==> src/rtl/core/wd_pkg.sv <==
package wd_pkg;

  localparam int VALUE_BITS = 32;
  localparam int COUNT_BITS = 16;
  localparam int TIME_BITS = 32;
  localparam int EVERY_BITS = 10;
  localparam int WINDOW_BITS = 16;
  localparam int MODE_BITS = 3;
  localparam int AGG_BITS = VALUE_BITS + COUNT_BITS;

  localparam int CFG_INDEX_BITS = 2;
  localparam int CFG_DATA_BITS = 16;

  localparam int FIFO_DEPTH = 4;

  localparam logic [CFG_INDEX_BITS-1:0] CFG_MODE = 2'd0;
  localparam logic [CFG_INDEX_BITS-1:0] CFG_EVERY_N = 2'd1;
  localparam logic [CFG_INDEX_BITS-1:0] CFG_WINDOW_MS = 2'd2;

  localparam logic [COUNT_BITS-1:0] CNT_MAX = {COUNT_BITS{1'b1}};

  localparam logic signed [AGG_BITS-1:0] VAL_MAX_EXT =
    {{(AGG_BITS-VALUE_BITS+1){1'b0}}, {(VALUE_BITS-1){1'b1}}};
  localparam logic signed [AGG_BITS-1:0] VAL_MIN_EXT =
    {{(AGG_BITS-VALUE_BITS+1){1'b1}}, {(VALUE_BITS-1){1'b0}}};

  typedef enum logic [MODE_BITS-1:0] {
    MODE_PASS = 3'd0,
    MODE_NTH  = 3'd1,
    MODE_AVG  = 3'd2,
    MODE_MAX  = 3'd3,
    MODE_MIN  = 3'd4,
    MODE_LAST = 3'd5
  } wd_mode_t;

  typedef enum logic [1:0] {
    BK_IDLE,
    BK_DIV,
    BK_DONE
  } wd_back_state_t;

  // one result to be produced by the back end
  typedef struct packed {
    logic [TIME_BITS-1:0]       tstamp;
    logic signed [AGG_BITS-1:0] agg;
    logic [COUNT_BITS-1:0]      cnt;
    logic                       avg;
    logic                       ovf;
    logic                       last;
  } wd_cmd_t;

endpackage

==> src/rtl/core/wd_in_if.sv <==
interface wd_in_if;
  logic                                 valid;
  logic                                 ready;
  logic [wd_pkg::TIME_BITS-1:0]         sample_time;
  logic signed [wd_pkg::VALUE_BITS-1:0] sample_value;
  logic                                 series_end;

  modport source (output valid, output sample_time, output sample_value, output series_end,
                  input ready);
  modport sink (input valid, input sample_time, input sample_value, input series_end,
                output ready);
endinterface

==> src/rtl/core/wd_out_if.sv <==
interface wd_out_if;
  logic                                 valid;
  logic                                 ready;
  logic [wd_pkg::TIME_BITS-1:0]         out_time;
  logic signed [wd_pkg::VALUE_BITS-1:0] out_value;
  logic                                 out_last;
  logic                                 count_overflow;

  modport source (output valid, output out_time, output out_value, output out_last,
                  output count_overflow, input ready);
  modport sink (input valid, input out_time, input out_value, input out_last,
                input count_overflow, output ready);
endinterface

==> src/rtl/core/wd_front.sv <==
module wd_front (
  input  logic                               clk,
  input  logic                               rst,
  input  logic                               cfg_write,
  input  logic [wd_pkg::CFG_INDEX_BITS-1:0]  cfg_index,
  input  logic [wd_pkg::CFG_DATA_BITS-1:0]   cfg_data,
  wd_in_if.sink                              samples,
  output wd_pkg::wd_cmd_t                    cmd,
  output logic                               cmd_valid,
  input  logic                               cmd_room
);

  wd_pkg::wd_mode_t                         mode;
  logic [wd_pkg::EVERY_BITS-1:0]            every_n;
  logic [wd_pkg::WINDOW_BITS-1:0]           window_ms;

  logic                                     window_open;
  logic [wd_pkg::TIME_BITS-1:0]             window_start;
  logic signed [wd_pkg::AGG_BITS-1:0]       aggregate;
  logic [wd_pkg::COUNT_BITS-1:0]            sample_count;
  logic                                     overflowed;
  logic [wd_pkg::EVERY_BITS-1:0]            skip_index;

  logic                                     window_open_next;
  logic [wd_pkg::TIME_BITS-1:0]             window_start_next;
  logic signed [wd_pkg::AGG_BITS-1:0]       aggregate_next;
  logic [wd_pkg::COUNT_BITS-1:0]            sample_count_next;
  logic                                     overflowed_next;
  logic [wd_pkg::EVERY_BITS-1:0]            skip_index_next;

  logic                                     pend_valid;
  wd_pkg::wd_cmd_t                          pend;

  logic                                     accept;
  logic                                     a_valid;
  logic                                     b_valid;
  wd_pkg::wd_cmd_t                          cmd_a;
  wd_pkg::wd_cmd_t                          cmd_b;

  logic signed [wd_pkg::AGG_BITS-1:0]       v_ext;
  logic [wd_pkg::TIME_BITS:0]               window_end;
  logic                                     closes;
  logic [wd_pkg::TIME_BITS-1:0]             half_window;
  logic [wd_pkg::EVERY_BITS-1:0]            limit;
  logic [wd_pkg::EVERY_BITS:0]              skip_inc;
  logic                                     is_avg;

  assign accept = samples.valid && samples.ready;
  assign samples.ready = !pend_valid && cmd_room;

  assign v_ext = {{(wd_pkg::AGG_BITS-wd_pkg::VALUE_BITS){samples.sample_value[
                   wd_pkg::VALUE_BITS-1]}}, samples.sample_value};
  assign window_end = {1'b0, window_start}
                    + {{(wd_pkg::TIME_BITS+1-wd_pkg::WINDOW_BITS){1'b0}}, window_ms};
  assign closes = window_open && ({1'b0, samples.sample_time} >= window_end);
  assign half_window = {{(wd_pkg::TIME_BITS-wd_pkg::WINDOW_BITS+1){1'b0}},
                        window_ms[wd_pkg::WINDOW_BITS-1:1]};
  assign limit = (every_n == '0) ? wd_pkg::EVERY_BITS'(1) : every_n;
  assign skip_inc = {1'b0, skip_index} + (wd_pkg::EVERY_BITS+1)'(1);
  assign is_avg = (mode == wd_pkg::MODE_AVG);

  always_comb begin
    window_open_next  = window_open;
    window_start_next = window_start;
    aggregate_next    = aggregate;
    sample_count_next = sample_count;
    overflowed_next   = overflowed;
    skip_index_next   = skip_index;
    a_valid = 1'b0;
    b_valid = 1'b0;

    // plain sample beat by default
    cmd_a.tstamp = samples.sample_time;
    cmd_a.agg    = v_ext;
    cmd_a.cnt    = wd_pkg::COUNT_BITS'(1);
    cmd_a.avg    = 1'b0;
    cmd_a.ovf    = 1'b0;
    cmd_a.last   = samples.series_end;

    unique case (mode)
      wd_pkg::MODE_AVG, wd_pkg::MODE_MAX, wd_pkg::MODE_MIN, wd_pkg::MODE_LAST: begin
        // closing result reads the old window
        cmd_a.tstamp = window_start + half_window;
        cmd_a.agg    = aggregate;
        cmd_a.cnt    = sample_count;
        cmd_a.avg    = is_avg;
        cmd_a.ovf    = is_avg && overflowed;
        cmd_a.last   = 1'b0;
        a_valid      = closes;
        if (!window_open || closes) begin
          window_open_next  = 1'b1;
          window_start_next = samples.sample_time;
          aggregate_next    = v_ext;
          sample_count_next = wd_pkg::COUNT_BITS'(1);
          overflowed_next   = 1'b0;
        end else begin
          unique case (mode)
            wd_pkg::MODE_AVG: begin
              if (sample_count >= wd_pkg::CNT_MAX) begin
                overflowed_next = 1'b1;
              end else begin
                aggregate_next    = aggregate + v_ext;
                sample_count_next = sample_count + wd_pkg::COUNT_BITS'(1);
              end
            end
            wd_pkg::MODE_MAX: begin
              if (v_ext > aggregate) aggregate_next = v_ext;
            end
            wd_pkg::MODE_MIN: begin
              if (v_ext < aggregate) aggregate_next = v_ext;
            end
            default: begin
              aggregate_next = v_ext;
            end
          endcase
        end
        b_valid = samples.series_end;
        if (samples.series_end) window_open_next = 1'b0;
      end
      wd_pkg::MODE_NTH: begin
        a_valid = (skip_index == '0);
        skip_index_next = (skip_inc >= {1'b0, limit}) ? '0
                        : skip_inc[wd_pkg::EVERY_BITS-1:0];
        if (samples.series_end) begin
          skip_index_next  = '0;
          window_open_next = 1'b0;
        end
      end
      default: begin
        a_valid = 1'b1;
        if (samples.series_end) begin
          skip_index_next  = '0;
          window_open_next = 1'b0;
        end
      end
    endcase

    // flush result reads the window after this sample
    cmd_b.tstamp = window_start_next + half_window;
    cmd_b.agg    = aggregate_next;
    cmd_b.cnt    = sample_count_next;
    cmd_b.avg    = is_avg;
    cmd_b.ovf    = is_avg && overflowed_next;
    cmd_b.last   = 1'b1;
  end

  assign cmd_valid = cmd_room && (pend_valid || (accept && (a_valid || b_valid)));
  assign cmd = pend_valid ? pend : (a_valid ? cmd_a : cmd_b);

  always_ff @(posedge clk) begin
    if (rst) begin
      mode         <= wd_pkg::MODE_PASS;
      every_n      <= wd_pkg::EVERY_BITS'(10);
      window_ms    <= wd_pkg::WINDOW_BITS'(1000);
      window_open  <= 1'b0;
      window_start <= '0;
      aggregate    <= '0;
      sample_count <= '0;
      overflowed   <= 1'b0;
      skip_index   <= '0;
      pend_valid   <= 1'b0;
    end else begin
      if (cfg_write) begin
        unique case (cfg_index)
          wd_pkg::CFG_MODE:      mode <= wd_pkg::wd_mode_t'(cfg_data[wd_pkg::MODE_BITS-1:0]);
          wd_pkg::CFG_EVERY_N:   every_n <= cfg_data[wd_pkg::EVERY_BITS-1:0];
          wd_pkg::CFG_WINDOW_MS: window_ms <= cfg_data[wd_pkg::WINDOW_BITS-1:0];
          default: ;
        endcase
      end
      if (accept) begin
        window_open  <= window_open_next;
        window_start <= window_start_next;
        aggregate    <= aggregate_next;
        sample_count <= sample_count_next;
        overflowed   <= overflowed_next;
        skip_index   <= skip_index_next;
      end
      // second result of a beat waits here until the queue has room
      if (pend_valid && cmd_room) begin
        pend_valid <= 1'b0;
      end else if (accept && a_valid && b_valid) begin
        pend_valid <= 1'b1;
      end
    end
  end

  always_ff @(posedge clk) begin
    if (accept && a_valid && b_valid) pend <= cmd_b;
  end

endmodule

==> src/rtl/core/wd_fifo.sv <==
module wd_fifo (
  input  logic            clk,
  input  logic            rst,
  input  logic            push,
  input  wd_pkg::wd_cmd_t push_data,
  output logic            full,
  input  logic            pop,
  output wd_pkg::wd_cmd_t pop_data,
  output logic            empty
);

  localparam int PTR_BITS = $clog2(wd_pkg::FIFO_DEPTH);
  localparam int CNT_BITS = $clog2(wd_pkg::FIFO_DEPTH + 1);

  wd_pkg::wd_cmd_t       entries [wd_pkg::FIFO_DEPTH];
  logic [PTR_BITS-1:0]   wr_ptr;
  logic [PTR_BITS-1:0]   rd_ptr;
  logic [CNT_BITS-1:0]   fill;
  logic                  do_push;
  logic                  do_pop;

  assign full     = (fill == CNT_BITS'(wd_pkg::FIFO_DEPTH));
  assign empty    = (fill == '0);
  assign do_push  = push && !full;
  assign do_pop   = pop && !empty;
  assign pop_data = entries[rd_ptr];

  always_ff @(posedge clk) begin
    if (rst) begin
      wr_ptr <= '0;
      rd_ptr <= '0;
      fill   <= '0;
    end else begin
      if (do_push) begin
        wr_ptr <= (wr_ptr == PTR_BITS'(wd_pkg::FIFO_DEPTH - 1)) ? '0
                : wr_ptr + PTR_BITS'(1);
      end
      if (do_pop) begin
        rd_ptr <= (rd_ptr == PTR_BITS'(wd_pkg::FIFO_DEPTH - 1)) ? '0
                : rd_ptr + PTR_BITS'(1);
      end
      if (do_push && !do_pop) begin
        fill <= fill + CNT_BITS'(1);
      end else if (do_pop && !do_push) begin
        fill <= fill - CNT_BITS'(1);
      end
    end
  end

  always_ff @(posedge clk) begin
    if (do_push) entries[wr_ptr] <= push_data;
  end

endmodule

==> src/rtl/core/wd_back.sv <==
module wd_back (
  input  logic            clk,
  input  logic            rst,
  input  wd_pkg::wd_cmd_t head,
  input  logic            head_empty,
  output logic            pop,
  wd_out_if.source        results
);

  localparam int STEP_BITS = $clog2(wd_pkg::AGG_BITS);

  wd_pkg::wd_back_state_t              state;
  wd_pkg::wd_back_state_t              state_next;

  logic [wd_pkg::AGG_BITS-1:0]         mag;
  logic [wd_pkg::COUNT_BITS-1:0]       rem;
  logic [wd_pkg::COUNT_BITS-1:0]       divisor;
  logic                                neg;
  logic [STEP_BITS-1:0]                step;
  logic [wd_pkg::TIME_BITS-1:0]        hold_time;
  logic                                hold_ovf;
  logic                                hold_last;

  logic                                out_valid;
  logic                                out_free;
  logic                                load_direct;
  logic                                load_div;
  logic                                start_div;

  logic [wd_pkg::COUNT_BITS:0]         rem_shift;
  logic                                q_bit;
  logic signed [wd_pkg::AGG_BITS-1:0]  quotient;

  function automatic logic signed [wd_pkg::VALUE_BITS-1:0] clamp_value(
    input logic signed [wd_pkg::AGG_BITS-1:0] x
  );
    logic signed [wd_pkg::AGG_BITS-1:0] r;
    r = x;
    if (x > wd_pkg::VAL_MAX_EXT) r = wd_pkg::VAL_MAX_EXT;
    if (x < wd_pkg::VAL_MIN_EXT) r = wd_pkg::VAL_MIN_EXT;
    return r[wd_pkg::VALUE_BITS-1:0];
  endfunction

  assign out_free = !out_valid || results.ready;
  assign results.valid = out_valid;

  // restoring division, one quotient bit per cycle shifted into mag
  assign rem_shift = {rem, mag[wd_pkg::AGG_BITS-1]};
  assign q_bit     = (rem_shift >= {1'b0, divisor});
  assign quotient  = neg ? -$signed(mag) : $signed(mag);

  always_comb begin
    state_next  = state;
    pop         = 1'b0;
    load_direct = 1'b0;
    load_div    = 1'b0;
    start_div   = 1'b0;
    unique case (state)
      wd_pkg::BK_IDLE: begin
        if (!head_empty) begin
          if (head.avg) begin
            pop        = 1'b1;
            start_div  = 1'b1;
            state_next = wd_pkg::BK_DIV;
          end else if (out_free) begin
            pop         = 1'b1;
            load_direct = 1'b1;
          end
        end
      end
      wd_pkg::BK_DIV: begin
        if (step == STEP_BITS'(wd_pkg::AGG_BITS - 1)) state_next = wd_pkg::BK_DONE;
      end
      wd_pkg::BK_DONE: begin
        if (out_free) begin
          load_div   = 1'b1;
          state_next = wd_pkg::BK_IDLE;
        end
      end
      default: state_next = wd_pkg::BK_IDLE;
    endcase
  end

  always_ff @(posedge clk) begin
    if (rst) begin
      state     <= wd_pkg::BK_IDLE;
      out_valid <= 1'b0;
    end else begin
      state <= state_next;
      if (load_direct || load_div) begin
        out_valid <= 1'b1;
      end else if (results.ready) begin
        out_valid <= 1'b0;
      end
    end
  end

  always_ff @(posedge clk) begin
    if (start_div) begin
      neg       <= head.agg[wd_pkg::AGG_BITS-1];
      mag       <= head.agg[wd_pkg::AGG_BITS-1] ? -head.agg : head.agg;
      rem       <= '0;
      divisor   <= (head.cnt == '0) ? wd_pkg::COUNT_BITS'(1) : head.cnt;
      step      <= '0;
      hold_time <= head.tstamp;
      hold_ovf  <= head.ovf;
      hold_last <= head.last;
    end else if (state == wd_pkg::BK_DIV) begin
      rem  <= q_bit ? rem_shift[wd_pkg::COUNT_BITS-1:0] - divisor
                    : rem_shift[wd_pkg::COUNT_BITS-1:0];
      mag  <= {mag[wd_pkg::AGG_BITS-2:0], q_bit};
      step <= step + STEP_BITS'(1);
    end

    if (load_direct) begin
      results.out_time       <= head.tstamp;
      results.out_value      <= clamp_value(head.agg);
      results.out_last       <= head.last;
      results.count_overflow <= head.ovf;
    end else if (load_div) begin
      results.out_time       <= hold_time;
      results.out_value      <= clamp_value(quotient);
      results.out_last       <= hold_last;
      results.count_overflow <= hold_ovf;
    end
  end

endmodule

==> src/rtl/core/window_decimator.sv <==
// path: front end, 4-entry queue, then the back end's output register; a window
// average also passes the bit-serial divider, which takes one average at a time
// throughput: one sample per cycle while the queue has room and no result waits;
// a beat with two results holds off the next sample until its second is queued
// reset: synchronous; clears registers to mode 0, every_n 10, window_ms 1000,
// no window open, and empties the queue and the output register
module window_decimator (
  input  logic                              clk,
  input  logic                              rst,
  input  logic                              cfg_write,
  input  logic [wd_pkg::CFG_INDEX_BITS-1:0] cfg_index,
  input  logic [wd_pkg::CFG_DATA_BITS-1:0]  cfg_data,
  wd_in_if.sink                             samples,
  wd_out_if.source                          results
);

  wd_pkg::wd_cmd_t push_cmd;
  wd_pkg::wd_cmd_t head_cmd;
  logic            push_valid;
  logic            queue_full;
  logic            queue_empty;
  logic            queue_pop;

  wd_front u_front (
    .clk       (clk),
    .rst       (rst),
    .cfg_write (cfg_write),
    .cfg_index (cfg_index),
    .cfg_data  (cfg_data),
    .samples   (samples),
    .cmd       (push_cmd),
    .cmd_valid (push_valid),
    .cmd_room  (!queue_full)
  );

  wd_fifo u_fifo (
    .clk       (clk),
    .rst       (rst),
    .push      (push_valid),
    .push_data (push_cmd),
    .full      (queue_full),
    .pop       (queue_pop),
    .pop_data  (head_cmd),
    .empty     (queue_empty)
  );

  wd_back u_back (
    .clk        (clk),
    .rst        (rst),
    .head       (head_cmd),
    .head_empty (queue_empty),
    .pop        (queue_pop),
    .results    (results)
  );

endmodule
==> src/flat_wrapper.sv <==
// flat-port wrapper written by rule: the top's interface ports become plain ports
module window_decimator_flat 
  (clk, rst, cfg_write, cfg_index, cfg_data, samples_valid, samples_sample_time, samples_sample_value, samples_series_end, samples_ready, results_valid, results_out_time, results_out_value, results_out_last, results_count_overflow, results_ready);
  wd_in_if samples_i ();
  wd_out_if results_i ();
  input  logic clk;
  input  logic rst;
  input  logic cfg_write;
  input  logic [wd_pkg::CFG_INDEX_BITS-1:0] cfg_index;
  input  logic [wd_pkg::CFG_DATA_BITS-1:0] cfg_data;
  input wire logic [$bits(samples_i.valid)-1:0] samples_valid;
  input wire logic [$bits(samples_i.sample_time)-1:0] samples_sample_time;
  input wire logic [$bits(samples_i.sample_value)-1:0] samples_sample_value;
  input wire logic [$bits(samples_i.series_end)-1:0] samples_series_end;
  output wire logic [$bits(samples_i.ready)-1:0] samples_ready;
  output wire logic [$bits(results_i.valid)-1:0] results_valid;
  output wire logic [$bits(results_i.out_time)-1:0] results_out_time;
  output wire logic [$bits(results_i.out_value)-1:0] results_out_value;
  output wire logic [$bits(results_i.out_last)-1:0] results_out_last;
  output wire logic [$bits(results_i.count_overflow)-1:0] results_count_overflow;
  input wire logic [$bits(results_i.ready)-1:0] results_ready;
  assign samples_i.valid = samples_valid;
  assign samples_i.sample_time = samples_sample_time;
  assign samples_i.sample_value = samples_sample_value;
  assign samples_i.series_end = samples_series_end;
  assign samples_ready = samples_i.ready;
  assign results_valid = results_i.valid;
  assign results_out_time = results_i.out_time;
  assign results_out_value = results_i.out_value;
  assign results_out_last = results_i.out_last;
  assign results_count_overflow = results_i.count_overflow;
  assign results_i.ready = results_ready;
  window_decimator u_core (.clk(clk), .rst(rst), .cfg_write(cfg_write), .cfg_index(cfg_index), .cfg_data(cfg_data), .samples(samples_i), .results(results_i));
endmodule
==> config.mk <==
export PLATFORM = sky130hd
export DESIGN_NAME = window_decimator_flat
export DESIGN_NICKNAME = d
export VERILOG_FILES = /design/src/rtl/core/wd_pkg.sv /design/src/rtl/core/wd_in_if.sv /design/src/rtl/core/wd_out_if.sv /design/src/rtl/core/wd_front.sv /design/src/rtl/core/wd_fifo.sv /design/src/rtl/core/wd_back.sv /design/src/rtl/core/window_decimator.sv /design/src/flat_wrapper.sv
export SDC_FILE = /design/constraint.sdc
export NUM_CORES = 2
export LEC_CHECK = 0
export BUFFER_PORTS_ARGS = -buffer_cell sky130_fd_sc_hd__buf_2
export CAP_MARGIN = 20
export CORE_ASPECT_RATIO = 1.25
export CORE_MARGIN = 1.5
export CORE_UTILIZATION = 49
export CTS_CLUSTER_SIZE = 16
export DETAILED_ROUTE_END_ITERATION = 10
export HOLD_SLACK_MARGIN = 0.08
export PLACE_DENSITY_LB_ADDON = 0.1
export SYNTH_ARGS = -nofsm -noshare
export SYNTH_HDL_FRONTEND = slang
export SYNTH_SLANG_ARGS = --single-unit
==> constraint.sdc <==
create_clock -name clk -period 27.1 [get_ports clk]
set_input_delay 2.71 -clock clk [delete_from_list [all_inputs] [get_ports clk]]
set_output_delay 2.71 -clock clk [all_outputs]
set_load 0.02 [all_outputs]
* After elaboration in Yosys (flattened, before gate mapping) *
Memories as Yosys holds them, arrays and structs flattened. A register that Yosys moved wholly into a read port is not among the register bits.
Index checks and enable logic that the tools add are counted.

word-level totals
  bits in registers = 433
  RAM bits = 396
  input port bits = 88
  output and inout port bits = 68
  word-level logic and storage cells = 195
  memories = 1

memories
  memory                 words  bits a word  rd ports  clocked after memory_dff  wr ports  line           RTL
  u_core.u_fifo.entries  4      99           1         1                         1         wd_fifo.sv:15  wd_pkg::wd_cmd_t entries [wd_pkg::FIFO_DEPTH];

operators by class
  add/sub/neg operators = 14
  $lt $le $gt $ge = 10
  eq/ne operators = 17
  muxes and demuxes = 73
  bitwise operators = 1
  reductions and logical operators = 47

operator list
  kind                                                              count
  2-to-1 mux 48 bit                                                 9
  2-to-1 mux 32 bit                                                 10
  2-to-1 mux 99 bit                                                 3
  one-hot mux 48 bit (3 select lines)                               1
  greater-than comparator 48 x 32 -> 1 bit (second input constant)  2
  < comparator 48 x 32 -> 1 bit (second input constant)             2
  negation 48 bit                                                   2
  2-to-1 mux 16 bit                                                 5
  adder 32 x 15 -> 32 bit                                           2
  adder 48 x 32 -> 48 bit                                           1
  greater-than comparator 32 x 48 -> 1 bit                          1
  < comparator 32 x 48 -> 1 bit                                     1
  2-to-1 mux 10 bit                                                 4
  adder 32 x 16 -> 33 bit                                           1
  greater-or-equal comparator 32 x 33 -> 1 bit                      1
  2-to-1 mux 1 bit                                                  28
  logical NOT 10 bit                                                2
  one-hot mux 10 bit (2 select lines)                               1
  greater-or-equal comparator 17 x 16 -> 1 bit                      1
  adder 16 x 1 -> 16 bit (second input constant)                    1
  greater-or-equal comparator 16 bit (second input constant)        1
  logical NOT 16 bit                                                1
  2-to-1 mux 2 bit                                                  8
  subtractor 16 bit                                                 1
  other kinds (29)                                                  73

* Longest topological paths before layout *
  depth in word-level cells = 13
  mapped depth = 37

* Hierarchy *
A second synthesis with hierarchy kept.

second synthesis, totals
  cell total of the unflattened synthesis = 4,276
  area, all modules = 46,189.3 µm²

modules (own cells, without submodules)
  module            times used  cells an instance  area an instance (µm²)  sequential area each (µm²)
  wd_front          1           2,686              20,880.0                5,705.5
  wd_fifo           1           567                14,716.6                12,071.6
  wd_back           1           1,022              10,588.9                5,455.2
  window_decimator  1           1                  3.8                     0.0

* Least setup slack after synthesis *
OpenSTA, ideal clock, no wires.

  kind = input to register
  start = input port samples_sample_time[16]
  end = memory u_core.u_fifo.entries[0][0] (netlist name), enable pin
  setup time = 570 ps
  data arrival time = 9,146 ps
  setup slack = 17,384 ps
  stages = 11
  path buffers = 0
  path through = ha_1 nand4_1 nor4_1 o311ai_0 and4b_1 o21ai_1 a31oi_1 nor2_1 a21oi_1 o22a_1 nor2b_1

on the way
  longest elaborated chain between the ends = 10

RTL lines
  what                                          line                RTL
  from (decl)                                   flat_wrapper.sv:12  input wire logic [$bits(samples_i.sample_time)-1:0] samples_sample_time;
  greater-or-equal comparator 32 x 33 -> 1 bit  wd_front.sv:55      assign closes = window_open && ({1'b0, samples.sample_time} >= window_end);
  logical AND 1 bit                             wd_front.sv:55
  one-hot mux 1 bit (2 select lines)            wd_front.sv:80      unique case (mode)
  logical OR 1 bit                              wd_front.sv:147     assign cmd_valid = cmd_room && (pend_valid || (accept && (a_valid || b_valid)));
  logical AND 1 bit                             wd_front.sv:147
  logical OR 1 bit                              wd_front.sv:147
  logical AND 1 bit                             wd_front.sv:147
  logical AND 1 bit                             wd_fifo.sv:24       assign do_push = push && !full;
  2-to-1 mux 1 bit                              wd_fifo.sv:51       if (do_push) entries[wr_ptr] <= push_data;
  2-to-1 mux 1 bit (implied by the code)        wd_fifo.sv:51
  to (decl)                                     wd_fifo.sv:15

No other way between the ends.

==> impl_metrics.env <==
export IMPL_synth_top_family_by_area="compound AO/OA/AOI/OAI gates"
export IMPL_crit_slowest_cell="o2111ai_1"
export IMPL_synth_compound_gate_area_share_pct=15.5
export IMPL_worstPathArrival_ns=9.28
export IMPL_clkSinkCount=831
export IMPL_cts_buffer_depth=3
export IMPL_final_fill_count=8128
export IMPL_drive_above_1_share_pct=12.5
export IMPL_maxSlewHeadroom_pct=14.9
export IMPL_setup_ws_ns=18.24
export IMPL_cellPowerDensity_nw_per_um2=90.4
export IMPL_synth_area_leaders="edfxtp_1 43%, dfxtp_1 7.5%, ha_1 5.7%, mux4_2 4.8%, o21ai_0 3.5%"
export IMPL_drcViolationCount=0
export IMPL_whs_ns=0.462
export IMPL_p_leak_nw=18.2
export IMPL_placed_area_um2=48000
export IMPL_end_kind="flop"
export IMPL_hold_class="reg -> reg"
export IMPL_setup_tns_ns=0
export IMPL_slew_violations=0
export IMPL_io_pins=156
export IMPL_layout_commonest_cell="edfxtp_1"
export IMPL_cts_setup_buffers=0
export IMPL_synth_edf_count=659
export IMPL_peakVddDrop_v=0.0000860
export IMPL_critPathKind="reg -> reg"
export IMPL_tightest_slew_ns=1.26
export IMPL_ys_ff_latch=831
export IMPL_fp_row_count=125
export IMPL_fp_coreArea_um2=93100
export IMPL_synth_area_mux_share_pct=7.05
export IMPL_grt_pass1_wl_um=195000
export IMPL_cp_slowest_stage_delay_ns=0.74
export IMPL_stdcell_count=5671
export IMPL_postLayoutCoreUtil_pct=54.8
export IMPL_synth_xor_area_share_pct=4.77
export IMPL_fin_crit_sh_pct=32.7
export IMPL_async_reset_ff_share_pct=0
export IMPL_dp_slack_ns=17.97
export IMPL_detail_route_antenna_nets=0
export IMPL_gr_total_overflow=0
export IMPL_seq_area_frac_synth_pct=50.4
export IMPL_startpoint_type="flop"
export IMPL_fin_nets=4694
export IMPL_place_congestion=0.922
export IMPL_port_buffers=155
export IMPL_synthesis_instances=4327
export IMPL_postCtsHoldBufs=0
export IMPL_synthAdderAreaFrac_pct=5.99
export IMPL_clock_fmax_mhz=113
export IMPL_synthesis_nets=4632
export IMPL_synth_cell_types=81
export IMPL_first_global_vias=32500
export IMPL_synth_area_per_cell_um2=10.6
export IMPL_skew_ns=0.0340
export IMPL_finalSetupViolations=0
export IMPL_initial_utilization_pct=49.5
export IMPL_dr_pass1_iters=5
export IMPL_dieWidth_um=277
export IMPL_rsz0062_at_grt="false"
export IMPL_ys_flop_type="edfxtp_1"
export IMPL_tritoncts_num_buffers=85
export IMPL_hpwl_um=88000
export IMPL_totalWireLength_um=127000
export IMPL_hold_violations=0
export IMPL_power_mw=4.61
export IMPL_cts_tree="yes"
export IMPL_synth_top_cell_by_area="edfxtp_1"
export IMPL_postCtsResizedCells=0
export IMPL_antenna_found_initial=11
export IMPL_cp_max_fo=28
export IMPL_clock_root_buffer="clkbuf_16"
export IMPL_routed_via_density=6.02
export IMPL_netlist_area_leader_share_pct=43.0
export IMPL_synth_yosys_warnings=0
export IMPL_vias=34200
export IMPL_dieArea_um2=95900
export IMPL_clock_latency_ns=0.69
export IMPL_clk_pin_slew_ns=0.06
export IMPL_min_period_ns=8.86
export IMPL_final_cell_mix="659 x edfxtp_1, 423 x nand2_1, 352 x nor2_1"
export IMPL_status="complete, no violations"
export IMPL_maxCapViolations=0
export IMPL_synth_area_um2=46100
export IMPL_dp_cells=5502
export IMPL_yosys_area_share_simple_pct=12.8
export IMPL_worst_ep_required_time_ns=27.52
export IMPL_drt_iter0_drc=3095
export IMPL_h_tree_depth=3
export IMPL_postLayoutCellArea_um2=51000
export IMPL_die_h_um=346
export IMPL_area_growth_syn_to_layout_pct=10.7
export IMPL_wire_per_inst_um=22.4
export IMPL_grt_max_degree=96
export IMPL_track_usage_pct=26.1
## state kept, by name, indices dropped and copies added, names as in the netlist, 32 cells and up, named ones only
| signal | count |
|---|---|
| u_core.u_back.hold_time | 32 |
| u_core.u_back.results.out_time | 32 |
| u_core.u_back.results.out_value | 32 |
| u_core.u_front.pend | 98 |
| u_core.u_back.mag | 48 |
| u_core.u_front.window_start | 32 |
| u_core.u_fifo.entries | 396 |
| u_core.u_front.aggregate | 48 |
## critical path: cells and delay by family, from the launching register on
kind	cells	cell delay (ns)
buffers and inverters	2	0.53
AOI/OAI and AO/OA	17	4.51
adders and majority gates	4	1.02
DFF	1	0.44
muxes	1	0.10
and+or+nand+nor	9	1.62
xor gates and xnor gates	2	0.34
## routing by layer
metal,global-route usage [%],wire [um],part of all wire (%),vias up
met1,36.2,56900,45,16700
met3,3.64,7330,5.8,203
met5,0,92,0.072,-
li1,-,-,-,16300
met2,42.9,59800,47,1024
met4,7.45,3200,2.5,14
## final timing paths
kind	start	endpoint	slack, ns	depth (start not counted)
max	u_core.u_front.window_ms[1]	u_core.u_fifo.entries[3][97]	18.24	35
min	u_core.u_front.window_ms[0]	u_core.u_front.window_ms[0]	0.46	2
max reg2reg	u_core.u_front.window_ms[1]	u_core.u_fifo.entries[3][97]	18.24	35
min reg2reg	u_core.u_front.window_ms[0]	u_core.u_front.window_ms[0]	0.46	2
## cells by family (layout without fill, tap and decap cells)
group | count (synthesis) | count (layout)
adder cells (fa/ha/maj) | 217 | 217
multiplexers | 197 | 197
XOR/XNOR | 251 | 251
other | 0 | 5
AO/OA/AOI/OAI | 1142 | 1142
AND/OR/NAND/NOR | 1269 | 1269
flip-flops | 831 | 831
buffers and inverters | 420 | 553
## layout make-up
type                    count  area, um^2  share of cell area [%]
well taps                1206        1510                    2.96
clock inverters            58         721                    1.41
repair buffers            217        1260                    2.47
clock buffers             100        2210                    4.34
flip-flops and latches    831       23200                    45.6
diodes                      5        12.5                  0.0245
inverters                 178         668                    1.31
multi-input cells        3076       21400                    41.9
## Yosys cell counts, types with 52 or more instances
cell type and number:
a211oi_1 59, a21o_1 54, a21oi_1 281, a31oi_1 52, clkbuf_1 215, dfxtp_1 172, edfxtp_1 659, ha_1 211
inv_1 178, mux2i_1 58, mux4_2 98, nand2_1 425, nand3_1 68, nor2_1 357, nor3_1 93, o21ai_0 326
xnor2_1 165, xor2_1 86
## power breakdown
group,leakage [nW],switching [mW],internal [mW]
Sequential,7.48,0.137,1.72
Clock,1.42,0.539,0.693
Combinational,9.34,0.952,0.574
(Power assumes the default switching activity.)
